===== src/sv/vlgd_pkg.sv =====
// shared types, constants and helpers of the video line group decoder
`default_nettype none

package vlgd_pkg;

    localparam int GROUPS_PER_LINE = 48;

    localparam logic [7:0] MODE_BLANK       = 8'h00;
    localparam logic [7:0] MODE_SOLID       = 8'h01;
    localparam logic [7:0] MODE_HALVES      = 8'h02;
    localparam logic [7:0] MODE_BITMAP      = 8'h03;
    localparam logic [7:0] MODE_QUARTERS    = 8'h04;
    localparam logic [7:0] MODE_DUAL_BITMAP = 8'h06;
    localparam logic [7:0] MODE_EIGHTHS     = 8'h08;

    typedef struct packed {
        logic       ok;
        logic [3:0] len;
    } plen_t;

    typedef struct packed {
        logic [63:0] left;
        logic [63:0] right;
        logic [5:0]  group;
        logic        line_end;
        logic        fill;
        logic        run_last;
    } result_t;

    typedef enum logic [1:0] {
        ST_RUN  = 2'b01,
        ST_FILL = 2'b10
    } fill_state_t;

    function automatic plen_t payload_len(input logic [7:0] m);
        plen_t r;
        r.ok  = 1'b1;
        r.len = 4'd0;
        case (m)
            MODE_BLANK:       r.len = 4'd0;
            MODE_SOLID:       r.len = 4'd1;
            MODE_HALVES:      r.len = 4'd2;
            MODE_BITMAP:      r.len = 4'd3;
            MODE_QUARTERS:    r.len = 4'd4;
            MODE_DUAL_BITMAP: r.len = 4'd6;
            MODE_EIGHTHS:     r.len = 4'd8;
            default:          r.ok  = 1'b0;
        endcase
        return r;
    endfunction

endpackage

`default_nettype wire


===== src/sv/vlgd_pixel_decode.sv =====
// pixel formation of one 16-pixel group from mode and payload bytes
`default_nettype none

module vlgd_pixel_decode (
    input  logic [7:0]  mode,
    input  logic [63:0] payload,
    output logic [63:0] left,
    output logic [63:0] right
);
    import vlgd_pkg::*;

    logic [7:0] px [16];

    always_comb
    begin
        for (int i = 0; i < 16; i++)
        begin
            px[i] = 8'd0;
            case (mode)
                MODE_SOLID:    px[i] = payload[7:0];
                MODE_HALVES:   px[i] = payload[8*(i/8) +: 8];
                MODE_QUARTERS: px[i] = payload[8*(i/4) +: 8];
                MODE_EIGHTHS:  px[i] = payload[8*(i/2) +: 8];
                MODE_BITMAP:
                begin
                    // each bitmap bit covers two pixels, msb first
                    px[i] = payload[23 - i/2] ? payload[15:8] : payload[7:0];
                end
                MODE_DUAL_BITMAP:
                begin
                    if (i < 8)
                    begin
                        px[i] = payload[23 - i] ? payload[15:8] : payload[7:0];
                    end
                    else
                    begin
                        px[i] = payload[47 - (i - 8)] ? payload[39:32] : payload[31:24];
                    end
                end
                default:       px[i] = 8'd0;
            endcase
        end
    end

    always_comb
    begin
        for (int i = 0; i < 8; i++)
        begin
            left[8*i +: 8]  = px[i];
            right[8*i +: 8] = px[i + 8];
        end
    end

endmodule

`default_nettype wire


===== src/sv/vlgd_ctrl.sv =====
// decoder state, byte phase, group count and zero-fill sequencing
`default_nettype none

module vlgd_ctrl (
    input  logic              clk,
    input  logic              rst_n,
    input  logic              item_valid,
    input  logic [7:0]        item_byte,
    input  logic              item_line_start,
    input  logic              out_free,
    output logic              advance,
    output logic              res_valid,
    output vlgd_pkg::result_t res
);
    import vlgd_pkg::*;

    fill_state_t state_reg, state_next;
    logic [7:0]  mode_reg, mode_next;
    logic [3:0]  phase_reg, phase_next;
    logic [63:0] payload_reg, payload_next;
    logic [5:0]  groups_reg, groups_next;
    logic        finished_reg, finished_next;

    logic        eff_finished;
    logic [5:0]  eff_groups;
    logic [3:0]  eff_phase;
    logic [63:0] eff_payload;
    logic [63:0] merged;
    plen_t       blen;
    plen_t       mlen;
    logic        phase0;
    logic        done_group;
    logic        produces;
    logic        fill_flag;
    logic [5:0]  cur_groups;
    logic [6:0]  groups_inc;
    logic        at_end;
    logic [7:0]  dec_mode;
    logic [63:0] dec_left;
    logic [63:0] dec_right;

    // a line start drops any partial group before the byte is looked at
    always_comb
    begin
        eff_finished = item_line_start ? 1'b0 : finished_reg;
        eff_groups   = item_line_start ? 6'd0 : groups_reg;
        eff_phase    = item_line_start ? 4'd0 : phase_reg;
        eff_payload  = item_line_start ? 64'd0 : payload_reg;
        blen         = payload_len(item_byte);
        mlen         = payload_len(mode_reg);
        phase0       = (eff_phase == 4'd0);
        merged       = eff_payload |
                       ({56'd0, item_byte} << {3'(eff_phase[2:0] - 3'd1), 3'b000});
        done_group   = !phase0 && (eff_phase >= mlen.len);
        produces     = !eff_finished &&
                       (phase0 ? (!blen.ok || (blen.len == 4'd0)) : done_group);
        fill_flag    = (state_reg == ST_FILL) || (phase0 && !blen.ok);
        cur_groups   = (state_reg == ST_FILL) ? groups_reg : eff_groups;
        groups_inc   = {1'b0, cur_groups} + 7'd1;
        at_end       = groups_inc >= 7'(GROUPS_PER_LINE);
        dec_mode     = phase0 ? item_byte : mode_reg;
    end

    vlgd_pixel_decode u_decode (
        .mode    (dec_mode),
        .payload (merged),
        .left    (dec_left),
        .right   (dec_right)
    );

    always_comb
    begin
        res.left     = fill_flag ? 64'd0 : dec_left;
        res.right    = fill_flag ? 64'd0 : dec_right;
        res.group    = cur_groups;
        res.line_end = at_end;
        res.fill     = fill_flag;
        res.run_last = fill_flag ? at_end : 1'b1;
    end

    always_comb
    begin
        state_next    = state_reg;
        mode_next     = mode_reg;
        phase_next    = phase_reg;
        payload_next  = payload_reg;
        groups_next   = groups_reg;
        finished_next = finished_reg;
        advance       = 1'b0;
        res_valid     = 1'b0;
        case (state_reg)
            ST_FILL:
            begin
                res_valid = out_free;
                if (out_free)
                begin
                    groups_next = at_end ? 6'd0 : groups_inc[5:0];
                    if (at_end)
                    begin
                        finished_next = 1'b1;
                        state_next    = ST_RUN;
                    end
                end
            end
            ST_RUN:
            begin
                advance = item_valid && (!produces || out_free);
                if (advance)
                begin
                    finished_next = eff_finished;
                    groups_next   = eff_groups;
                    phase_next    = eff_phase;
                    payload_next  = eff_payload;
                    if (!eff_finished)
                    begin
                        if (phase0)
                        begin
                            mode_next    = item_byte;
                            payload_next = 64'd0;
                            if (!blen.ok || (blen.len == 4'd0))
                            begin
                                res_valid     = 1'b1;
                                groups_next   = at_end ? 6'd0 : groups_inc[5:0];
                                finished_next = at_end;
                                // invalid mode: the remaining groups follow one per cycle while the output is free
                                if (!blen.ok && !at_end)
                                begin
                                    state_next = ST_FILL;
                                end
                            end
                            else
                            begin
                                phase_next = 4'd1;
                            end
                        end
                        else
                        begin
                            payload_next = merged;
                            if (done_group)
                            begin
                                phase_next    = 4'd0;
                                res_valid     = 1'b1;
                                groups_next   = at_end ? 6'd0 : groups_inc[5:0];
                                finished_next = at_end;
                            end
                            else
                            begin
                                phase_next = eff_phase + 4'd1;
                            end
                        end
                    end
                end
            end
            default:
            begin
                state_next = ST_RUN;
            end
        endcase
    end

    always_ff @(posedge clk or negedge rst_n)
    begin
        if (!rst_n)
        begin
            state_reg    <= ST_RUN;
            mode_reg     <= 8'd0;
            phase_reg    <= 4'd0;
            payload_reg  <= 64'd0;
            groups_reg   <= 6'd0;
            finished_reg <= 1'b1;
        end
        else
        begin
            state_reg    <= state_next;
            mode_reg     <= mode_next;
            phase_reg    <= phase_next;
            payload_reg  <= payload_next;
            groups_reg   <= groups_next;
            finished_reg <= finished_next;
        end
    end

endmodule

`default_nettype wire


===== src/sv/video_line_group_decoder.sv =====
// top level: input register, decoder control, result register
// a byte reaches the outputs through the input register and then the result register
// throughput: one byte per cycle; a byte that yields a result waits for a free output,
// one that yields none does not. An invalid mode byte holds off input while the
// line's remaining groups leave as zero fill, one per cycle while the output is free
// reset clears all control state; the decoder then ignores bytes until a line start
`default_nettype none

module video_line_group_decoder (
    input  logic        clk,
    input  logic        rst_n,
    input  logic        in_valid,
    output logic        in_stall,
    input  logic [7:0]  code_byte,
    input  logic        line_start,
    output logic        out_valid,
    input  logic        out_stall,
    output logic [63:0] pixels_left,
    output logic [63:0] pixels_right,
    output logic [5:0]  group_number,
    output logic        line_end,
    output logic        bad_mode_fill,
    output logic        run_last
);
    import vlgd_pkg::*;

    logic       in_valid_reg, in_valid_next;
    logic [7:0] in_byte_reg;
    logic       in_ls_reg;
    logic       out_valid_reg, out_valid_next;
    result_t    out_reg;

    logic       in_take;
    logic       out_free;
    logic       advance;
    logic       res_valid;
    result_t    res;

    assign out_free = !out_valid_reg || !out_stall;
    assign in_stall = in_valid_reg && !advance;
    assign in_take  = in_valid && !in_stall;

    always_comb
    begin
        in_valid_next = in_valid_reg;
        if (in_take)
        begin
            in_valid_next = 1'b1;
        end
        else if (advance)
        begin
            in_valid_next = 1'b0;
        end
        out_valid_next = out_valid_reg;
        if (res_valid)
        begin
            out_valid_next = 1'b1;
        end
        else if (!out_stall)
        begin
            out_valid_next = 1'b0;
        end
    end

    vlgd_ctrl u_ctrl (
        .clk             (clk),
        .rst_n           (rst_n),
        .item_valid      (in_valid_reg),
        .item_byte       (in_byte_reg),
        .item_line_start (in_ls_reg),
        .out_free        (out_free),
        .advance         (advance),
        .res_valid       (res_valid),
        .res             (res)
    );

    always_ff @(posedge clk or negedge rst_n)
    begin
        if (!rst_n)
        begin
            in_valid_reg  <= 1'b0;
            out_valid_reg <= 1'b0;
        end
        else
        begin
            in_valid_reg  <= in_valid_next;
            out_valid_reg <= out_valid_next;
        end
    end

    always_ff @(posedge clk)
    begin
        if (in_take)
        begin
            in_byte_reg <= code_byte;
            in_ls_reg   <= line_start;
        end
        if (res_valid)
        begin
            out_reg <= res;
        end
    end

    assign out_valid     = out_valid_reg;
    assign pixels_left   = out_reg.left;
    assign pixels_right  = out_reg.right;
    assign group_number  = out_reg.group;
    assign line_end      = out_reg.line_end;
    assign bad_mode_fill = out_reg.fill;
    assign run_last      = out_reg.run_last;

    // a zero-fill run ends exactly at the end of the line
    a_fill_last: assert property (@(posedge clk) disable iff (!rst_n)
        out_valid && bad_mode_fill |-> run_last == line_end)
        else $error("fill run_last does not match line_end");

    // a decoded group is always the only result of its byte
    a_group_last: assert property (@(posedge clk) disable iff (!rst_n)
        out_valid && !bad_mode_fill |-> run_last)
        else $error("decoded group without run_last");

    // a taken fill group that does not end the line is followed at once by the next one
    a_fill_next: assert property (@(posedge clk) disable iff (!rst_n)
        out_valid && !out_stall && bad_mode_fill && !line_end |=>
            out_valid && bad_mode_fill && (group_number == $past(group_number) + 6'd1))
        else $error("zero-fill run broken");

    // no byte transaction while a zero-fill run is still pending
    a_fill_blocks: assert property (@(posedge clk) disable iff (!rst_n)
        out_valid && bad_mode_fill && !line_end && in_valid_reg |-> in_stall)
        else $error("input moved during zero fill");

endmodule

`default_nettype wire


===== config.mk =====
export PLATFORM = sky130hd
export DESIGN_NAME = video_line_group_decoder
export DESIGN_NICKNAME = d
export VERILOG_FILES = /design/src/sv/vlgd_pkg.sv /design/src/sv/vlgd_pixel_decode.sv /design/src/sv/vlgd_ctrl.sv /design/src/sv/video_line_group_decoder.sv
export SDC_FILE = /design/constraint.sdc
export NUM_CORES = 1
export LEC_CHECK = 0
export ABC_AREA = 1
export BUFFER_PORTS_ARGS = -buffer_cell sky130_fd_sc_hd__buf_2
export CELL_PAD_IN_SITES_DETAIL_PLACEMENT = 1
export CELL_PAD_IN_SITES_GLOBAL_PLACEMENT = 1
export CORE_MARGIN = 8
export CORE_UTILIZATION = 44
export DETAILED_ROUTE_END_ITERATION = 6
export GPL_ROUTABILITY_DRIVEN = 1
export GPL_TIMING_DRIVEN = 0
export PLACE_DENSITY_LB_ADDON = 0.1
export SYNTH_ARGS = -nofsm -noshare
export SYNTH_HDL_FRONTEND = slang
export SYNTH_SLANG_ARGS = --single-unit
export TNS_END_PERCENT = 30

===== constraint.sdc =====
create_clock -name clk -period 7.8 [get_ports clk]
set_input_delay 1.56 -clock clk [delete_from_list [all_inputs] [get_ports clk]]
set_output_delay 1.56 -clock clk [all_outputs]
set_load 0.01 [all_outputs]

**Word level (Yosys, flattened, before mapping)**

Cells that the tools add are included.

- Add/sub/neg operators: 3
- $lt $le $gt $ge: 2
- Equal/unequal tests: 28
- Shift-type cells: 1
- Mux-type cells: 83
- Bitwise operators: 2
- Reduce and logical (&&, ||, !) cells: 35

Operator list:

| operator | number |
|---|---|
| $pmux W8 S6 | 8 |
| $mux W64 | 3 |
| $pmux W8 S5 | 4 |
| $mux W8 | 17 |
| $or A64 B64 Y64 | 1 |
| $pmux W8 S4 | 2 |
| $shl A8 B6 Y64 | 1 |
| $mux W6 | 9 |
| $eq A8 B2 Y1 const B | 6 |
| $eq A8 B3 Y1 const B | 6 |
| $pmux W4 S6 | 2 |
| $eq A8 B1 Y1 const B | 3 |
| $eq A8 B4 Y1 const B | 3 |
| $pmux W8 S3 | 1 |
| $mux W1 | 20 |
| $mux W4 | 5 |
| $pmux W8 S2 | 1 |
| $mux W2 | 7 |
| $ne A2 B1 Y1 const B | 7 |
| $pmux W6 S2 | 1 |
| $logic_not A1 Y1 | 9 |
| $logic_not A4 Y1 | 2 |
| $logic_not A8 Y1 | 1 |
| $add A6 B1 Y7 const B | 1 |
| 21 further kinds | 34 |

- Register bits: 233
- Input port bits: 13
- Output and inout bits: 139
- Word-level logic and storage cells: 170

**Depth between registers and ports, before layout**

Gate-level depths: netlist of run 1.

- Word-level depth: 16
- Mapped depth: 23
- Depth with buffers taken out: 18

**Modules after synthesis**

From an unflattened synthesis of run 1, not the netlist that was laid out.

- Cell total of the unflattened synthesis: 2414
- Area, all modules: 16113.0 µm²

Modules (own cells, without submodules):

| module | instances | cells an instance | area an instance (µm²) | seq. area each (µm²) |
|---|---|---|---|---|
| vlgd_ctrl | 1 | 1122 | 6761.5 | 2129.5 |
| vlgd_pixel_decode | 1 | 1135 | 4873.4 | 0.0 |
| video_line_group_decoder | 1 | 157 | 4478.0 | 4434.3 |

**Worst setup path after synthesis of run 1**

OpenSTA, ideal clock, no wires.

- Kind: reg-to-reg
- Start: register in_ls_reg
- End: register out_reg (netlist bit bad_mode_fill), enable pin
- Setup time: 490 ps
- Arrival time: 5088 ps
- Required time: 7310 ps
- Slack: 2222 ps
- Cell stages (with the launch flop): 18
- Path buffers: 6
- Period minus slack after synthesis: 5578 ps
- Cells stage by stage: edfxtp_1 buf_4 clkbuf_1 clkbuf_1 nor2_1 inv_1 ha_1 buf_2 nand3_4 buf_6 buf_4 nand2_1 nand2_2 nand3_2 nand4_1 nand2_1 nand2_1 inv_1

- Longest elaborated chain between the ends: 11
- Elaborated cells between the ends (all ways): 17
- Those cells by class: order compare: 1; mux: 8; reduce/logical: 8

Ends and longest elaborated chain:

| element | RTL line | RTL |
|---|---|---|
| start, declared | video_line_group_decoder.sv:29 | `logic in_ls_reg;` |
| start signal, assigned | video_line_group_decoder.sv:96 | `in_ls_reg <= line_start;` |
| branches (longest 9 deep; another with $ge A4 B4 Y1) | n/a |  |
| $mux W1 (*) | vlgd_ctrl.sv:108 | `if (advance)` |
| $pmux W1 S2 (*) | vlgd_ctrl.sv:91 | `case (state_reg)` |
| end signal, assigned | video_line_group_decoder.sv:100 | `out_reg <= res;` |
| end, declared | video_line_group_decoder.sv:31 | `result_t out_reg;` |

Mark *: on every way between the ends.
A chain may end at the register's enable or synchronous reset.

**Final worst setup path of run 1**

- Start: register in_ls_reg
- End: output port in_stall

- Longest elaborated chain between the ends: 12
- Elaborated cells between the ends (all ways): 15
- Those cells by class: order compare: 1; mux: 4; reduce/logical: 10

Ends and longest elaborated chain:

| element | RTL line | RTL |
|---|---|---|
| branches (longest 5 deep; another with $ge A4 B4 Y1) | n/a |  |
| $logic_and A1 B1 Y1 (*) | vlgd_ctrl.sv:55 | `produces = !eff_finished &&` |
| $logic_not A1 Y1 (*) | vlgd_ctrl.sv:107 | `advance = item_valid && (!produces \|\| out_free);` |
| $logic_or A1 B1 Y1 (*) | vlgd_ctrl.sv:107 |  |
| $logic_and A1 B1 Y1 (*) | vlgd_ctrl.sv:107 |  |
| $mux W1 (*) | vlgd_ctrl.sv:91 |  |
| $logic_not A1 Y1 (*) | video_line_group_decoder.sv:40 | `assign in_stall = in_valid_reg && !advance;` |
| $logic_and A1 B1 Y1 (*) | video_line_group_decoder.sv:40 |  |
| end, declared | video_line_group_decoder.sv:13 | `output logic in_stall,` |

Marks and branches as above.

==> results.sh, run 1 <==
export IMPL_status="finished clean"
export IMPL_yosysUniqueCellTypes=47
export IMPL_numCtsBuffers=27
export IMPL_fmax_mhz=155
export IMPL_path_max_fanout=10
export IMPL_crit_arrival_ps=4880
export IMPL_track_usage=0.328
export IMPL_reg2reg_slack_ps=2380
export IMPL_num_rows=68
export IMPL_diodes=0
export IMPL_holdPathEnd="u_ctrl.phase_reg[1]"
export IMPL_clockRootBuffer="clkbuf_16"
export IMPL_design_area_mm2=0.0175
export IMPL_start_util=0.444
export IMPL_htree_levels=1
export IMPL_critPathLaunchType="register"
export IMPL_grt_overflow=0
export IMPL_p_clk_frac=0.236
export IMPL_crit_type="register to output pin"
export IMPL_rr_startpoint="in_ls_reg"
export IMPL_postCtsHoldBufs=0
export IMPL_p_comb_frac=0.408
export IMPL_finalHoldViolCount=0
export IMPL_synth_avg_cell_area_um2=7.06
export IMPL_fin_tns_setup_ps=0
export IMPL_vias=16700
export IMPL_clkTransAtPathRegs_ps=60
export IMPL_grt_pass1_wl_mm=103
export IMPL_routed_wl_met2_mm=30.0
export IMPL_p_switching_mw=2.35
export IMPL_fin_crit_sh=0.825
export IMPL_core_area_mm2=0.0344
export IMPL_die_y_um=202
export IMPL_clock_sinks=233
export IMPL_hp_class="register to register"
export IMPL_fin_nets=2365
export IMPL_synth_edf_count=146
export IMPL_dieArea_mm2=0.0409
export IMPL_yosysTopAreaCell="edfxtp_1"
export IMPL_first_iter_violations=1694
export IMPL_die_x_um=202
export IMPL_top_layer="met4"
export IMPL_cts_tree="built"
export IMPL_vias_per_cell=5.92
export IMPL_hold_path_cell_count=2
export IMPL_min_from="u_ctrl.phase_reg[1]"
export IMPL_r2r_cells=16
export IMPL_power_frac_seq=0.356
export IMPL_power_mw=5.40
export IMPL_tightest_slew_ps=1310
export IMPL_drive_above_1_share=0.138
export IMPL_slew_headroom=0.116
export IMPL_synthToLayoutAreaGrowth_pct=14.8
export IMPL_layout_min_cycle_time_ps=6440
export IMPL_synth_top_area_share=0.287
export IMPL_netlist_area_mm2=0.0153
export IMPL_drcViolationCount=0
export IMPL_antenna_found_initial=0
export IMPL_placed_cell_area_mm2=0.0166
export IMPL_final_cells=2819
export IMPL_syn_num_nets=2183
export IMPL_required_ps=6240
export IMPL_ys_warnings_count=0
export IMPL_cap_violations=0
export IMPL_dp_hpwl_mm=52.8
export IMPL_fillers=4482
export IMPL_slew_viol_final=0
export IMPL_powerDensity_mw_per_mm2=308
export IMPL_synth_area_leaders="edfxtp_1 29%, nand2_1 16%, dfrtp_1 14%"
export IMPL_ir_drop_mv=0.587
export IMPL_synth_common_cells="650 x nand2_1, 270 x nor2_1, 197 x a21oi_1, 181 x inv_1, 149 x nand3_1"
export IMPL_synth_cells=2161
export IMPL_power_share_switching=0.434
export IMPL_post_place_cells=2769
export IMPL_seq_area_frac_synth=0.430
export IMPL_yosysMostFrequentCell="nand2_1"
export IMPL_io_pins=152
export IMPL_synth_main_ff_cell="edfxtp_1"
export IMPL_p_leak_nw=7.89
export IMPL_grt_pass1_vias=16900
export IMPL_cts_setup_buffers=0
export IMPL_r2r_end="pixels_right[2]"
export IMPL_met3WireLength_mm=6.41
export IMPL_ctsResizeCount=0
export IMPL_wl_met1_mm=28.7
export IMPL_clk_latency_ps=590
export IMPL_ys_async_sr_fraction=0.373
export IMPL_dr_pass1_iters=5
export IMPL_finalSetupViolCount=0
export IMPL_p_int_mw=3.06
export IMPL_finalClockSkew_ps=38.0
export IMPL_wl_mm=68.5
export IMPL_rsz0062_at_grt="no"
export IMPL_end_kind="output pin"
export IMPL_gp_congestion=0.990
export IMPL_cts_path_max_buffers=3
export IMPL_synth_seq_cells=233
export IMPL_io_buffers=151
export IMPL_grt_max_degree=112
export IMPL_detail_route_antenna_nets=0
export IMPL_wire_per_inst_um=24.3
-- placed cells by master (no fill, tap or decap), types with 27 or more instances in the layout --
| cell | Yosys | routed |
|---|---|---|
| a21oi_1 | 197 | 197 |
| buf_2 | 48 | 198 |
| clkbuf_1 | 47 | 55 |
| clkbuf_16 | 0 | 27 |
| dfrtp_1 | 85 | 85 |
| edfxtp_1 | 146 | 146 |
| inv_1 | 181 | 180 |
| nand2_1 | 650 | 650 |
| nand3_1 | 149 | 149 |
| nand4_1 | 36 | 36 |
| nor2_1 | 270 | 270 |
| o21ai_0 | 147 | 147 |
| o21ai_1 | 33 | 33 |
-- logic make-up (layout without fill, tap and decap cells) --
kind of cell | count (synthesis) | in the layout | synth area share
AOI/OAI and AO/OA | 442 | 442 | 0.158
xor gates and xnor gates | 2 | 2 | 0.00115
adders and majority gates | 9 | 9 | 0.00738
buffers and inverters | 317 | 520 | 0.0890
DFF | 233 | 233 | 0.430
and+or+nand+nor | 1158 | 1158 | 0.315
-- power groups by stage --
stage | registers, mW | logic, mW | clock network (mW)
2_1_floorplan | 2.11 | 1.12 | 0
3_3_place_gp | 1.99 | 2.08 | 0
3_5_place_dp | 1.94 | 2.17 | 0
4_1_cts | 1.93 | 2.18 | 1.29
5_1_grt | 1.96 | 2.37 | 1.33
6_report | 1.92 | 2.21 | 1.27
-- how the worst max path moves through the flow --
stage / start / endpoint / slack (ps) / cells after the start
2_1_floorplan: in_ls_reg / bad_mode_fill / 2220 / 17
3_3_place_gp: in_ls_reg / pixels_right[51] / 190 / 17
3_5_place_dp: in_ls_reg / in_stall / 2100 / 18
4_1_cts: in_ls_reg / in_stall / 1440 / 18
5_1_grt: in_ls_reg / in_stall / 1200 / 18
6_report: in_ls_reg / in_stall / 1360 / 18
-- layout make-up --
cell class / instances / area [um2] / share of cell area
multi-input combinational: 1611 / 7340 / 0.419
sequential: 233 / 6560 / 0.375
timing repair buffer: 153 / 813 / 0.0464
inverter: 198 / 748 / 0.0427
clock buffer: 37 / 733 / 0.0419
buffer: 119 / 616 / 0.0351
tap: 455 / 569 / 0.0325
clock inverter: 13 / 133 / 0.00757
-- layer usage --
layer	GRT usage	vias to the layer above
met5	0	-
met4	0.155	0
met3	0.0621	165
met2	0.500	837
met1	0.444	8201
li1	-	7496
-- through the flow --
stage          hold WS [ps]  utilization  setup slack (ps)
2_1_floorplan           442            -              2220
3_3_place_gp            458        0.483               186
3_5_place_dp            460        0.484              2100
4_1_cts                 476        0.510              1440
5_1_grt                 486        0.510              1200
6_report                474        0.510              1360
-- critical path, cell delays in order, from the launching register on --
cell and delay (ps):
edfxtp_1 360, buf_4 230, clkbuf_1 510, clkbuf_1 610, nor2_1 210, inv_1 140, ha_1 140, buf_2 230
nand3_4 120, buf_6 160, buf_4 190, nand2_1 160, nand2_2 200, nand3_2 130, nand2_2 90, nor2_4 290
buf_4 280, nor2_1 80, buf_2 140
Power figures use the tool's default switching activity.
==> inputs of run 2 (changes only) <==
Settings changed: CORE_UTILIZATION 44 to 39.
Clock period 7.8 ns to 5.78 ns, I/O delays scaled along.
==> results.sh, run 2 (synthesis results as in run 1) <==
export IMPL_dieArea_mm2=0.0457
export IMPL_power_mw=7.39
export IMPL_clock_sinks=233
export IMPL_path_max_fanout=19
export IMPL_dp_hpwl_mm=53.9
export IMPL_final_common_cell="nand2_1"
export IMPL_grt_max_degree=111
export IMPL_vias=16500
export IMPL_cts_tree="built"
export IMPL_die_x_um=214
export IMPL_layout_common_cells="650 x nand2_1, 270 x nor2_1, 198 x buf_2"
export IMPL_htree_levels=1
export IMPL_drcViolationCount=0
export IMPL_slew_viol_final=0
export IMPL_finalHoldViolCount=0
export IMPL_p_leak_nw=7.92
export IMPL_antenna_found_initial=1
export IMPL_finalSetupViolCount=0
export IMPL_fmax_mhz=190
export IMPL_vias_per_cell=5.72
export IMPL_powerDensity_mw_per_mm2=419
export IMPL_status="finished clean"
export IMPL_hp_class="register to register"
export IMPL_grt_overflow=0
export IMPL_start_util=0.395
export IMPL_finalClockSkew_ps=26.6
export IMPL_io_buffers=151
export IMPL_gp_congestion=0.994
export IMPL_final_util=0.457
export IMPL_clk_latency_ps=580
export IMPL_synthToLayoutAreaGrowth_pct=15.6
export IMPL_wl_mm=70.0
export IMPL_crit_arrival_ps=4100
export IMPL_numCtsBuffers=27
export IMPL_final_cells=2877
export IMPL_post_place_ws_ps=549
export IMPL_drive_above_1_share=0.138
export IMPL_first_iter_violations=1386
export IMPL_detail_route_antenna_nets=0
export IMPL_core_area_mm2=0.0386
export IMPL_die_y_um=214
export IMPL_diodes=0
export IMPL_tightest_slew_ps=1380
export IMPL_end_kind="output pin"
export IMPL_grt_pass1_vias=16600
export IMPL_dr_pass1_iters=6
export IMPL_clockRootBuffer="clkbuf_16"
export IMPL_grt_pass1_wl_mm=104
export IMPL_worst_slack_ps=522
export IMPL_critPathLaunchType="register"
export IMPL_rsz0062_at_grt="no"
export IMPL_layout_min_cycle_time_ps=5260
export IMPL_fin_nets=2364
export IMPL_post_place_cells=2832
export IMPL_wire_per_inst_um=24.3
export IMPL_ir_drop_mv=0.763
export IMPL_num_rows=72
export IMPL_postCtsHoldBufs=0
export IMPL_cap_violations=0
export IMPL_io_pins=152
export IMPL_slew_headroom=0.0672
export IMPL_required_ps=4620
export IMPL_track_usage=0.302
export IMPL_crit_type="register to output pin"
export IMPL_cts_path_max_buffers=3
export IMPL_clkTransAtPathRegs_ps=60
export IMPL_fin_crit_sh=0.910
## run 2: changes by cell type in the layout (fill, tap and decap cells not counted)
cell	change
clkinv_2	-4
inv_6	+2
clkinv_1	+3
clkbuf_1	-7
bufinv_16	+4
inv_16	-1
clkbuf_8	-2
clkinvlp_4	-1
clkbuf_2	+1
## run 2: layer usage
layer,track usage,vias up,wire length [um]
met3,0.0561,147,5720
met4,0.117,2,3050
met5,0,-,8
li1,-,7476,-
met2,0.478,698,31100
met1,0.407,8144,30100
## run 2: path summary, 6_finish.rpt
kind                                           from                     end  slack (ps)  cells past startpoint
worst min register to register  u_ctrl.phase_reg[1]     u_ctrl.phase_reg[1]         480                      2
max in group asynchronous                     rst_n  u_ctrl.payload_reg[36]        4470                      2
worst min-delay path            u_ctrl.phase_reg[1]     u_ctrl.phase_reg[1]         480                      2
worst max-delay path                      in_ls_reg                in_stall         520                     17
min in group asynchronous                     rst_n  u_ctrl.payload_reg[50]         630                      1
worst max register to register            in_ls_reg        pixels_right[34]         880                     14
## run 2: final cells by class
class / count / area, um2
plain buffers: 118 / 613
clock buffers: 30 / 687
clock inverters: 16 / 234
fillers: 4988 / 21000
inverters: 198 / 748
multi-input cells: 1611 / 7340
flip-flops and latches: 233 / 6560
well taps: 518 / 648
repair buffers: 153 / 813
## run 2: per-stage QoR
stage | TNS, ps | instance area [um2] | hold WS [ps]
2_1_floorplan | 0 | 15300 | 442
3_3_place_gp | -228200 | 16700 | 459
3_5_place_dp | 0 | 16700 | 463
4_1_cts | 0 | 17700 | 478
5_1_grt | 0 | 17600 | 520
6_report | 0 | 17600 | 475
## run 2: power by group
part           leakage (nW)  internal (mW)  switching (mW)
registers              2.57           2.40           0.188
clock network         0.446           1.11           0.717
logic                  4.91          0.740            2.23
## run 2: worst max-delay path, stage by stage (launching register included)
cell and delay (ps):
edfxtp_1 370, buf_4 310, clkbuf_2 380, nor2_1 150
inv_1 110, ha_1 140, buf_2 230, nand3_4 130
buf_6 160, buf_4 190, nand2_1 150, nand2_2 190
nand3_2 120, nand2_2 80, nor2_4 270, buf_4 290
nor2_1 80, buf_2 140
## run 2: repair_timing
action / in CTS / in global routing
buffers inserted: 0 / 0
hold endpoints to repair: 0 / 0
gates cloned: 0 / 0
gates resized for setup: 1 / 0
endpoints found under the setup margin: 1 / 1
pin swaps: 0 / 0
